$ cat src/design/cksum_pkg.sv
// ----------------------------------------------------------------------------
// cksum_pkg
// Shared types, constants and the byte fold of the cksum crc-32 unit.
// ----------------------------------------------------------------------------
package cksum_pkg;

    parameter int COUNT_BITS = 32;

    localparam logic [31:0] CRC_POLY = 32'h04C1_1DB7;

    typedef logic [COUNT_BITS-1:0] count_t;

    typedef enum logic [0:0] {
        ST_IDLE   = 1'b0,
        ST_LENGTH = 1'b1
    } cksum_state_t;

    // commands from the controller to the datapath
    typedef struct packed {
        logic take_word;
        logic fold_len;
        logic finish;
    } cksum_cmd_t;

    // status from the datapath to the controller
    typedef struct packed {
        logic rest_zero;
        logic out_free;
    } cksum_stat_t;

    // one byte into the msb-first crc, eight shift steps
    function automatic logic [31:0] crc_fold(input logic [31:0] acc, input logic [7:0] b);
        logic [31:0] r;
        r = acc ^ {b, 24'h00_0000};
        for (int i = 0; i < 8; i++) begin
            if (r[31])
                r = (r << 1) ^ CRC_POLY;
            else
                r = r << 1;
        end
        return r;
    endfunction

endpackage

$ cat src/design/cksum_ctrl.sv
// ----------------------------------------------------------------------------
// cksum_ctrl
// Controller: takes words while idle, then walks the length bytes and
// hands the result to the output register.
// ----------------------------------------------------------------------------
module cksum_ctrl (
    input  logic                  clk,
    input  logic                  rst_n,
    input  logic                  in_valid,
    input  logic                  end_of_message,
    input  cksum_pkg::cksum_stat_t stat,
    output logic                  in_ready,
    output cksum_pkg::cksum_cmd_t  cmd
);
    import cksum_pkg::*;

    cksum_state_t state_reg;
    cksum_state_t state_next;

    always_ff @(posedge clk or negedge rst_n)
    begin
        if (!rst_n)
            state_reg <= ST_IDLE;
        else
            state_reg <= state_next;
    end

    always_comb
    begin
        state_next = state_reg;
        unique case (state_reg)
            ST_IDLE:
            begin
                if (in_valid && end_of_message)
                    state_next = ST_LENGTH;
            end
            ST_LENGTH:
            begin
                if (stat.rest_zero && stat.out_free)
                    state_next = ST_IDLE;
            end
            default: state_next = ST_IDLE;
        endcase
    end

    always_comb
    begin
        in_ready     = 1'b0;
        cmd.take_word = 1'b0;
        cmd.fold_len = 1'b0;
        cmd.finish   = 1'b0;
        unique case (state_reg)
            ST_IDLE:
            begin
                in_ready      = 1'b1;
                cmd.take_word = in_valid;
            end
            ST_LENGTH:
            begin
                cmd.fold_len = !stat.rest_zero;
                cmd.finish   = stat.rest_zero && stat.out_free;
            end
            default: in_ready = 1'b0;
        endcase
    end

endmodule

$ cat src/design/cksum_dp.sv
// ----------------------------------------------------------------------------
// cksum_dp
// Datapath: crc accumulator, byte counter, length shifter and the
// output register.
// ----------------------------------------------------------------------------
module cksum_dp (
    input  logic                  clk,
    input  logic                  rst_n,
    input  cksum_pkg::cksum_cmd_t  cmd,
    input  logic [7:0]            data_byte,
    input  logic                  byte_present,
    input  logic                  end_of_message,
    input  logic                  out_ready,
    output cksum_pkg::cksum_stat_t stat,
    output logic                  out_valid,
    output logic [31:0]           checksum,
    output logic [31:0]           message_length,
    output logic                  length_saturated
);
    import cksum_pkg::*;

    logic [31:0] crc_reg;
    logic [31:0] crc_next;
    count_t      cnt_reg;
    count_t      cnt_next;
    logic        sat_reg;
    logic        sat_next;
    count_t      rest_reg;
    count_t      rest_next;
    logic        out_valid_reg;
    logic        out_valid_next;
    logic [31:0] sum_reg;
    logic [31:0] len_reg;
    logic        lsat_reg;

    count_t      cnt_inc;
    logic        cnt_full;
    logic [63:0] cnt_wide;
    logic        cnt_high;

    assign cnt_full = (cnt_reg == '1);
    assign cnt_inc  = cnt_full ? cnt_reg : cnt_reg + count_t'(1);
    assign cnt_wide = 64'(cnt_reg);
    assign cnt_high = |cnt_wide[63:32];

    assign stat.rest_zero = (rest_reg == '0);
    assign stat.out_free  = !out_valid_reg || out_ready;

    always_comb
    begin
        crc_next       = crc_reg;
        cnt_next       = cnt_reg;
        sat_next       = sat_reg;
        rest_next      = rest_reg;
        out_valid_next = out_valid_reg;
        if (out_valid_reg && out_ready)
            out_valid_next = 1'b0;
        if (cmd.take_word)
        begin
            if (byte_present)
            begin
                crc_next = crc_fold(crc_reg, data_byte);
                cnt_next = cnt_inc;
                if (cnt_full)
                    sat_next = 1'b1;
            end
            // length to fold in, low byte first
            if (end_of_message)
                rest_next = byte_present ? cnt_inc : cnt_reg;
        end
        if (cmd.fold_len)
        begin
            crc_next  = crc_fold(crc_reg, rest_reg[7:0]);
            rest_next = rest_reg >> 8;
        end
        if (cmd.finish)
        begin
            crc_next       = '0;
            cnt_next       = '0;
            sat_next       = 1'b0;
            out_valid_next = 1'b1;
        end
    end

    always_ff @(posedge clk or negedge rst_n)
    begin
        if (!rst_n)
        begin
            crc_reg       <= '0;
            cnt_reg       <= '0;
            sat_reg       <= 1'b0;
            out_valid_reg <= 1'b0;
        end
        else
        begin
            crc_reg       <= crc_next;
            cnt_reg       <= cnt_next;
            sat_reg       <= sat_next;
            out_valid_reg <= out_valid_next;
        end
    end

    always_ff @(posedge clk)
    begin
        rest_reg <= rest_next;
        if (cmd.finish)
        begin
            sum_reg  <= ~crc_reg;
            len_reg  <= cnt_high ? 32'hFFFF_FFFF : cnt_wide[31:0];
            lsat_reg <= sat_reg || cnt_high;
        end
    end

    assign out_valid        = out_valid_reg;
    assign checksum         = sum_reg;
    assign message_length   = len_reg;
    assign length_saturated = lsat_reg;

endmodule

$ cat src/design/posix_cksum_crc32_unit.sv
// result: an end word gives its result once the length fold loop has folded in the bytes
//   of the byte count up to its highest nonzero byte (0 to 4 for 32 bits)
// throughput: one byte word per cycle; an end word blocks input until the length fold loop,
//   which uses the crc byte fold, is done, and longer while an earlier result still waits
//   at the output
// reset: asynchronous, clears accumulator, count, saturation flag and output valid
// ----------------------------------------------------------------------------
// posix_cksum_crc32_unit
// POSIX cksum crc-32 over a byte stream, with the length folded in at the end.
// ----------------------------------------------------------------------------
module posix_cksum_crc32_unit (
    input  logic        clk,
    input  logic        rst_n,
    input  logic        in_valid,
    output logic        in_ready,
    input  logic [7:0]  data_byte,
    input  logic        byte_present,
    input  logic        end_of_message,
    output logic        out_valid,
    input  logic        out_ready,
    output logic [31:0] checksum,
    output logic [31:0] message_length,
    output logic        length_saturated
);
    import cksum_pkg::*;

    cksum_cmd_t  cmd;
    cksum_stat_t stat;

    cksum_ctrl u_ctrl (
        .clk            (clk),
        .rst_n          (rst_n),
        .in_valid       (in_valid),
        .end_of_message (end_of_message),
        .stat           (stat),
        .in_ready       (in_ready),
        .cmd            (cmd)
    );

    cksum_dp u_dp (
        .clk              (clk),
        .rst_n            (rst_n),
        .cmd              (cmd),
        .data_byte        (data_byte),
        .byte_present     (byte_present),
        .end_of_message   (end_of_message),
        .out_ready        (out_ready),
        .stat             (stat),
        .out_valid        (out_valid),
        .checksum         (checksum),
        .message_length   (message_length),
        .length_saturated (length_saturated)
    );

`ifndef NO_ASSERTIONS
    // a result never overwrites one still waiting
    a_finish_free: assert property (@(posedge clk) disable iff (!rst_n)
        cmd.finish |-> (!out_valid || out_ready))
        else $error("result captured over a pending one");

    a_finish_valid: assert property (@(posedge clk) disable iff (!rst_n)
        cmd.finish |=> out_valid)
        else $error("finished result not shown");

    a_fold_blocks: assert property (@(posedge clk) disable iff (!rst_n)
        cmd.fold_len |-> !in_ready)
        else $error("input open during length fold");

    a_end_blocks: assert property (@(posedge clk) disable iff (!rst_n)
        (in_valid && in_ready && end_of_message) |=> !in_ready)
        else $error("input open right after an end word");
`endif

endmodule
$ cat config.mk
export PLATFORM = sky130hd
export DESIGN_NAME = posix_cksum_crc32_unit
export DESIGN_NICKNAME = d
export VERILOG_FILES = /design/src/design/cksum_pkg.sv /design/src/design/cksum_ctrl.sv /design/src/design/cksum_dp.sv /design/src/design/posix_cksum_crc32_unit.sv
export SDC_FILE = /design/constraint.sdc
export NUM_CORES = 1
export LEC_CHECK = 0
export BUFFER_PORTS_ARGS = -buffer_cell sky130_fd_sc_hd__buf_4
export CAP_MARGIN = 20
export CORE_MARGIN = 4
export CORE_UTILIZATION = 54
export CTS_CLUSTER_SIZE = 16
export DETAILED_ROUTE_END_ITERATION = 7
export PLACE_DENSITY = 0.74
export SYNTH_ARGS = -nofsm -noshare
export SYNTH_HDL_FRONTEND = slang
export SYNTH_HIERARCHICAL = 1
export SYNTH_SLANG_ARGS = --single-unit
$ cat constraint.sdc
create_clock -name clk -period 2.8 [get_ports clk]
set_input_delay 0.56 -clock clk [delete_from_list [all_inputs] [get_ports clk]]
set_output_delay 0.56 -clock clk [all_outputs]
set_load 0.02 [all_outputs]
=== After elaboration in Yosys (flattened, before gate mapping) ===
Cells that the tools add are included.

* $add $sub $neg: 1
* Equal/unequal tests: 1
* Muxes and demuxes: 60
* Bitwise logic cells: 20
* Reduce and logical (&&, ||, !) cells: 19

{| class="wikitable"
|+ Operators by type and width
! operator !! count
|-
| $mux W32 || 29
|-
| $mux W27 || 16
|-
| $not A14 Y14 || 16
|-
| $mux W24 || 3
|-
| $xor A32 B32 Y32 || 2
|-
| $add A32 B1 Y32 const B || 1
|-
| $eq A32 B32 Y1 const B || 1
|-
| $logic_not A32 Y1 || 1
|-
| $not A32 Y32 || 1
|-
| $reduce_bool A2 Y1 || 6
|-
| $mux W1 || 10
|-
| $reduce_and A2 Y1 || 3
|-
| $reduce_bool A3 Y1 || 2
|-
| $logic_and A1 B1 Y1 || 3
|-
| $reduce_and A3 Y1 || 1
|-
| $logic_not A1 Y1 || 2
|-
| $mux W2 || 1
|-
| $pmux W1 S2 || 1
|-
| $logic_or A1 B1 Y1 || 1
|-
| $not A1 Y1 || 1
|}

* Register bits after elaboration: 164
* Input port bits: 14
* Output and inout bits: 67
* Word-level logic and storage cells: 111

=== Logic depth before layout (Yosys ltp) ===
Gate-level depths: netlist (run 1).

* Word-level depth: 35
* Mapped depth: 11
* Mapped depth without buffers: 8

=== Hierarchy ===
Netlist (run 1), hierarchy kept.

{| class="wikitable"
|+ Modules (own cells, without submodules)
! module !! times used !! cells each !! area each (sq um) !! seq. area each (sq um)
|-
| cksum_dp || 1 || 737 || 8567.0 || 4484.3
|-
| cksum_ctrl || 1 || 7 || 68.8 || 25.0
|}

=== Worst setup path before layout (run 1) ===
Ideal clock, no wire load.

* Kind: reg-to-reg
* Start: reg u_dp.rest_reg[7]
* End: reg u_dp.crc_reg[11]
* Library setup time: 0.121 ns
* Data arrival time: 2.897 ns
* Slack: -0.218 ns
* Stages on the path, launching flop included: 8
* Buffers on the path: 1
* Cell sequence: edfxtp_1 nor4_1 nand4_1 nor2_1 and3_2 nor3_1 clkbuf_1 a22o_1

{| class="wikitable"
|+ RTL lines
! element !! RTL line !! RTL
|-
| from (decl) || cksum_dp.sv:28 || <nowiki>count_t rest_reg;</nowiki>
|-
| from (signal assigned) || cksum_dp.sv:105 || <nowiki>rest_reg <= rest_next;</nowiki>
|-
| to (signal assigned) || cksum_dp.sv:96 || <nowiki>crc_reg <= crc_next;</nowiki>
|-
| to (decl) || cksum_dp.sv:22 || <nowiki>logic [31:0] crc_reg;</nowiki>
|}

==> results of run 1 <==
-- cell usage in the layout, fill, tap and decap left out, types with 17 or more instances in the layout --
cell type,n
mux2i_1,19
o21ai_0,35
dfrtp_1,67
xnor2_1,96
edfxtp_1,89
clkbuf_16,17
xor2_1,71
inv_1,36
a22o_1,23
nand2_1,65
xnor2_2,18
buf_4,99
nand4_1,25
nand3_1,18
nor2_1,46
-- worst max-delay path by stage --
stage                                from                      endpoint  slack, ns  cells past startpoint
6_report       u_dp/rest_reg[4]$_DFFE_PP_  u_dp/crc_reg[16]$_DFFE_PN0P_       0.24                      8
5_1_grt        u_dp/rest_reg[3]$_DFFE_PP_  u_dp/crc_reg[16]$_DFFE_PN0P_       0.06                      8
4_1_cts        u_dp/rest_reg[4]$_DFFE_PP_  u_dp/crc_reg[16]$_DFFE_PN0P_       0.13                      8
3_5_place_dp   u_dp/rest_reg[4]$_DFFE_PP_    u_dp/rest_reg[6]$_DFFE_PP_       0.18                      7
3_3_place_gp   u_dp/rest_reg[4]$_DFFE_PP_    u_dp/rest_reg[4]$_DFFE_PP_       0.24                      7
2_1_floorplan  u_dp/rest_reg[7]$_DFFE_PP_    u_dp/rest_reg[0]$_DFFE_PP_       0.04                      9
-- area by class of cell --
type	count	area, µm²	share of cell area
sequential	164	4510	0.445
multi-input combinational	500	3840	0.378
timing repair buffer	101	783	0.0772
clock buffer	18	429	0.0423
tap	211	264	0.0260
clock inverter	14	179	0.0176
inverter	37	143	0.0141
-- critical path: stages, from the launching register on --
cell,delay (ns)
edfxtp_1,0.46
nor4_1,0.11
nand4_1,0.12
nor2_2,0.09
nor2_4,0.61
buf_4,0.45
mux2i_1,0.28
xnor2_1,0.11
a22o_1,0.19
-- power by group through the flow --
stage	registers, mW	clock network, mW	logic (mW)
finish	3.93	2.38	9.21
CTS	3.94	2.42	9.22
global placement	3.97	0	9.03
floorplan	3.69	0	7.77
global route	4.00	2.53	10.1
detailed placement	3.98	0	9.14
-- layer usage --
| metal | GRT usage | part of all wire | up-vias |
|---|---|---|---|
| met3 | 0.0481 | 0.041 | 31 |
| met2 | 0.376 | 0.52 | 145 |
| met1 | 0.263 | 0.42 | 2810 |
| li1 | - | - | 2719 |
| met4 | 0.0752 | 0.021 | 0 |
| met5 | 0 | 0 | - |
-- per-stage QoR --
stage / hold WS, ns / std cells / power, mW
floorplan: 0.264 / 744 / 11.5
global placement: 0.454 / 1013 / 13.0
detailed placement: 0.471 / 1013 / 13.1
CTS: 0.310 / 1045 / 15.6
global route: 0.344 / 1045 / 16.6
finish: 0.272 / 1045 / 15.5
-- logic make-up (layout without fill, tap and decap cells) --
group / after synthesis / count (layout) / share of synthesized area
multiplexers: 22 / 22 / 0.0259
AND/OR/NAND/NOR: 198 / 198 / 0.112
XOR/XNOR: 196 / 196 / 0.235
flip-flops: 164 / 164 / 0.522
buffers and inverters: 80 / 170 / 0.0385
adder cells (fa/ha/maj): 1 / 1 / 0.00145
AO/OA/AOI/OAI: 83 / 83 / 0.0648
==> results.yml, run 1 <==
floorplanning:
  fp.dieH_um: 134
  dieArea_um2: 18100
  coreArea_um2: 15400
  io_pins: 81
  die_w_um: 134
  initial_core_util: 0.560
  rows: 45
sta:
  post-route-period-util: 0.913
  setup_viol: 0
  slew_viol_final: 0
  maxSlewHeadroom: 0.392
  rsz0062_at_grt: "no"
  min_period_ns: 2.56
  final_hold_viol_count: 0
  finalSetupTns_ns: 0
  tightest_slew_ns: 0.912
  skew_ns: 0.00690
  final.setup.worst_slack_ns: 0.243
  fmax_mhz: 391
flow_run:
  max_cap_viol_count: 0
power:
  leakage_nw: 4.25
  p_seq_frac: 0.254
  p_switching_mw: 6.07
  power_frac_comb: 0.593
  cell_internal_pwr_mw: 9.45
  swShare: 0.391
  clock_power_share: 0.153
  ir_drop_v: 0.000718
  power_density_nw_per_um2: 1530
logic_synthesis:
  synth_commonest_cells: "xnor2_1, edfxtp_1, xor2_1"
  synth.area.top_cells: "edfxtp_1, dfrtp_1, xnor2_1, xor2_1, xnor2_2"
  seq_area_frac_synth: 0.522
  synth.most_common_cell: "xnor2_1"
  synth_edf_count: 89
  yosys_register_bits: 164
  async_reset_ff_frac: 0.409
  synthFlopType: "edfxtp_1"
  synth_area_per_cell_um2: 11.6
  synth_area_um2: 8640
  synth_top_area_frac: 0.309
  yosysTopAreaCell: "edfxtp_1"
  synth_cells: 744
  synth.distinct_cells: 55
  yosysWarnings: 6
  synth_nets: 759
worst_setup_path:
  r2r_start: "u_dp/rest_reg[4]$_DFFE_PP_"
  startpoint_type: "register"
  crit_type: "register to register"
  rrSetupSlack_ns: 0.24
  r2r-end: "u_dp/crc_reg[16]$_DFFE_PN0P_"
  crit_arrival_ns: 2.86
  critical_path.max_fanout: 33
  end_kind: "register"
  critPathRequiredTime_ns: 3.10
  reg2regPathDepth: 8
cells_and_area:
  postLayoutCellArea_um2: 10100
  num_antenna_cells: 0
  fin_nets: 836
  n_fill_cell: 1206
  drive_gt1_frac: 0.209
  synthToLayoutAreaGrowth_pct: 17.5
  fin_util: 0.658
route:
  detail_route.iter0.violations: 432
  drtPass1Iterations: 5
  wl_mm: 18.4
  ant_nets: 0
  wl_per_cell_um: 17.6
  drc: 0
  vias: 5705
  viasPerCell: 5.46
clocking:
  cts_tree: "yes"
  cts-htree-levels: 4
  clk_pin_slew_ns: 0.06
  post_cts.repair.setup_buffers: 0
  cts.sinks: 164
  cts_buffers: 17
  postCtsResizedCells: 0
  cts_buffer_depth: 2
  root_buffer: "clkbuf_16"
  postCtsHoldBufs: 0
  clkLatencyLatePin_ns: 0.42
placed_design:
  port_buffers: 80
  place_hpwl_mm: 13.2
  place_ws_ns: 0.180
  place_congestion: 0.907
  postPlaceCellArea_um2: 9530
grt:
  grt_max_degree: 68
  antenna_found_initial: 0
  track_usage: 0.215
  grt_pass1_wl_mm: 30.4
  first_global_vias: 5844
  gr-total-overflow: 0
worst_hold_path:
  min-delay-path-class: "primary input to asynchronous set/reset pin"
run_status:
  outcome: "finished clean"
(Power assumes the default switching activity.)
==> run 2: changes to the inputs <==
--- a/config.mk
+++ b/config.mk
@@ -5,12 +5,14 @@
 export SDC_FILE = /design/constraint.sdc
 export NUM_CORES = 1
 export LEC_CHECK = 0
-export BUFFER_PORTS_ARGS = -buffer_cell sky130_fd_sc_hd__buf_4
+export BUFFER_PORTS_ARGS = -buffer_cell sky130_fd_sc_hd__buf_2
 export CAP_MARGIN = 20
+export CORE_ASPECT_RATIO = 0.6
 export CORE_MARGIN = 4
 export CORE_UTILIZATION = 54
 export CTS_CLUSTER_SIZE = 16
 export DETAILED_ROUTE_END_ITERATION = 7
+export GPL_TIMING_DRIVEN = 1
 export PLACE_DENSITY = 0.74
 export SYNTH_ARGS = -nofsm -noshare
 export SYNTH_HDL_FRONTEND = slang
==> results.yml, run 2 (same netlist as run 1, synthesis figures left out) <==
clocking:
  cts_buffers: 17
  root_buffer: "clkbuf_16"
  cts_buffer_depth: 2
  cts.sinks: 164
  cts_tree: "yes"
  cts-htree-levels: 4
  clk_pin_slew_ns: 0.07
  postCtsHoldBufs: 0
  clkLatencyLatePin_ns: 0.43
sta:
  fmax_mhz: 375
  tightest_slew_ns: 0.891
  final_hold_viol_count: 0
  setup_viol: 0
  finalSetupTns_ns: 0
  post-route-period-util: 0.953
  rsz0062_at_grt: "no"
  min_period_ns: 2.67
  skew_ns: 0.00835
  maxSlewHeadroom: 0.402
  slew_viol_final: 0
route:
  wl_mm: 20.0
  wl_per_cell_um: 19.2
  ant_nets: 0
  drc: 0
  detail_route.iter0.violations: 588
  viasPerCell: 5.62
  drtPass1Iterations: 5
  vias: 5882
floorplanning:
  coreArea_um2: 15500
  die_w_um: 171
  initial_core_util: 0.557
  dieArea_um2: 18100
  rows: 35
  fp.dieH_um: 106
  io_pins: 81
grt:
  first_global_vias: 5721
  grt_pass1_wl_mm: 32.2
  gr-total-overflow: 0
  track_usage: 0.231
  grt_max_degree: 56
  antenna_found_initial: 0
worst_setup_path:
  critical_path.max_fanout: 7
  crit_arrival_ns: 2.85
  reg2regPathDepth: 8
  startpoint_type: "register"
  critPathMostFrequentCell: "nand4_1"
  r2r_start: "u_dp/cnt_reg[0]$_DFFE_PN0P_"
  end_kind: "register"
  critPathRequiredTime_ns: 2.98
  crit_slowest_cell: "dfrtp_1"
  critPathMaxStageDelay_ns: 0.50
  rrSetupSlack_ns: 0.13
  path_cells: "ha_1 > nand4_1 > nor3_4 > buf_4 > and3_1 > nand4_1 > xnor2_1 > mux2_2"
  crit_type: "register to register"
  r2r-end: "u_dp/rest_reg[14]$_DFFE_PP_"
cells_and_area:
  fin_nets: 845
  mostFrequentLayoutCells: "xnor2_1, edfxtp_1, buf_2"
  final_common_cell: "xnor2_1"
  seqCellArea_um2: 4510
  synthToLayoutAreaGrowth_pct: 15.5
  n_fill_cell: 1187
  drive_gt1_frac: 0.216
  num_antenna_cells: 0
  multiInputGateArea_um2: 3850
placed_design:
  port_buffers: 80
  place_hpwl_mm: 14.2
  place_congestion: 0.937
flow_run:
  max_cap_viol_count: 0
worst_hold_path:
  min-delay-path-class: "primary input to asynchronous set/reset pin"
run_status:
  outcome: "finished clean"
## run 2: cell types whose count changed in the layout (fill, tap and decap cells not counted), sizes merged
cell / change
buf: +9
clkinv: -6
clkinvlp: +4
clkbuf: +3
bufinv: -2
inv: +1
## run 2: critical path, delay by kind of cell, from the launching register on
kind / cells / cell delay (ns)
buffers and inverters: 1 / 0.23
XOR/XNOR: 1 / 0.17
adder cells (fa/ha/maj): 1 / 0.34
flip-flops: 1 / 0.50
multiplexers: 1 / 0.28
AND/OR/NAND/NOR: 4 / 0.91
## run 2: cell type report
type | count | share of cell area
clock buffer | 21 | 0.0452
tap | 203 | 0.0255
sequential | 164 | 0.452
multi-input combinational | 500 | 0.386
inverter | 37 | 0.0143
clock inverter | 11 | 0.0104
timing repair buffer | 110 | 0.0665
## run 2: how the worst max path moves through the flow
stage,start,endpoint,slack (ns),cells past startpoint
2_1_floorplan,u_dp/rest_reg[7]$_DFFE_PP_,u_dp/rest_reg[0]$_DFFE_PP_,0.04,9
3_3_place_gp,u_dp/rest_reg[4]$_DFFE_PP_,u_dp/crc_reg[11]$_DFFE_PN0P_,0.16,8
3_5_place_dp,u_dp/rest_reg[4]$_DFFE_PP_,u_dp/crc_reg[11]$_DFFE_PN0P_,0.11,8
4_1_cts,u_dp/rest_reg[4]$_DFFE_PP_,u_dp/crc_reg[11]$_DFFE_PN0P_,0.1,8
5_1_grt,u_dp/cnt_reg[0]$_DFFE_PN0P_,u_dp/rest_reg[14]$_DFFE_PP_,0.03,8
6_report,u_dp/cnt_reg[0]$_DFFE_PN0P_,u_dp/rest_reg[14]$_DFFE_PP_,0.13,8
## run 2: what timing repair did
action / in CTS / in global routing
endpoints found under the setup margin: 0 / 76
gates resized for setup: 0 / 4
buffers inserted: 0 / 0
## run 2: per-stage QoR
| stage | cell area (µm²) | utilization | hold WS, ns | cells | worst slack [ns] |
|---|---|---|---|---|---|
| global route | 9970 | 0.643 | 0.298 | 1046 | 0.0261 |
| CTS | 9950 | 0.642 | 0.240 | 1046 | 0.0954 |
| detailed placement | 9400 | 0.606 | 0.453 | 1014 | 0.112 |
| finish | 9970 | 0.643 | 0.220 | 1046 | 0.132 |
| floorplan | 8660 | - | 0.264 | 744 | 0.0352 |
| global placement | 9400 | 0.606 | 0.456 | 1014 | 0.161 |
## run 2: per-layer routing
layer	vias up	GRT usage	routed length (µm)
li1	2721	-	-
met1	2922	0.377	10000
met2	227	0.314	8300
met3	12	0.0569	1590
met4	0	0.0435	131
met5	-	0	0
Power of run 2 is not shown: default switching activity piles up to over one toggle a cycle in this logic, so the estimate is an artifact.
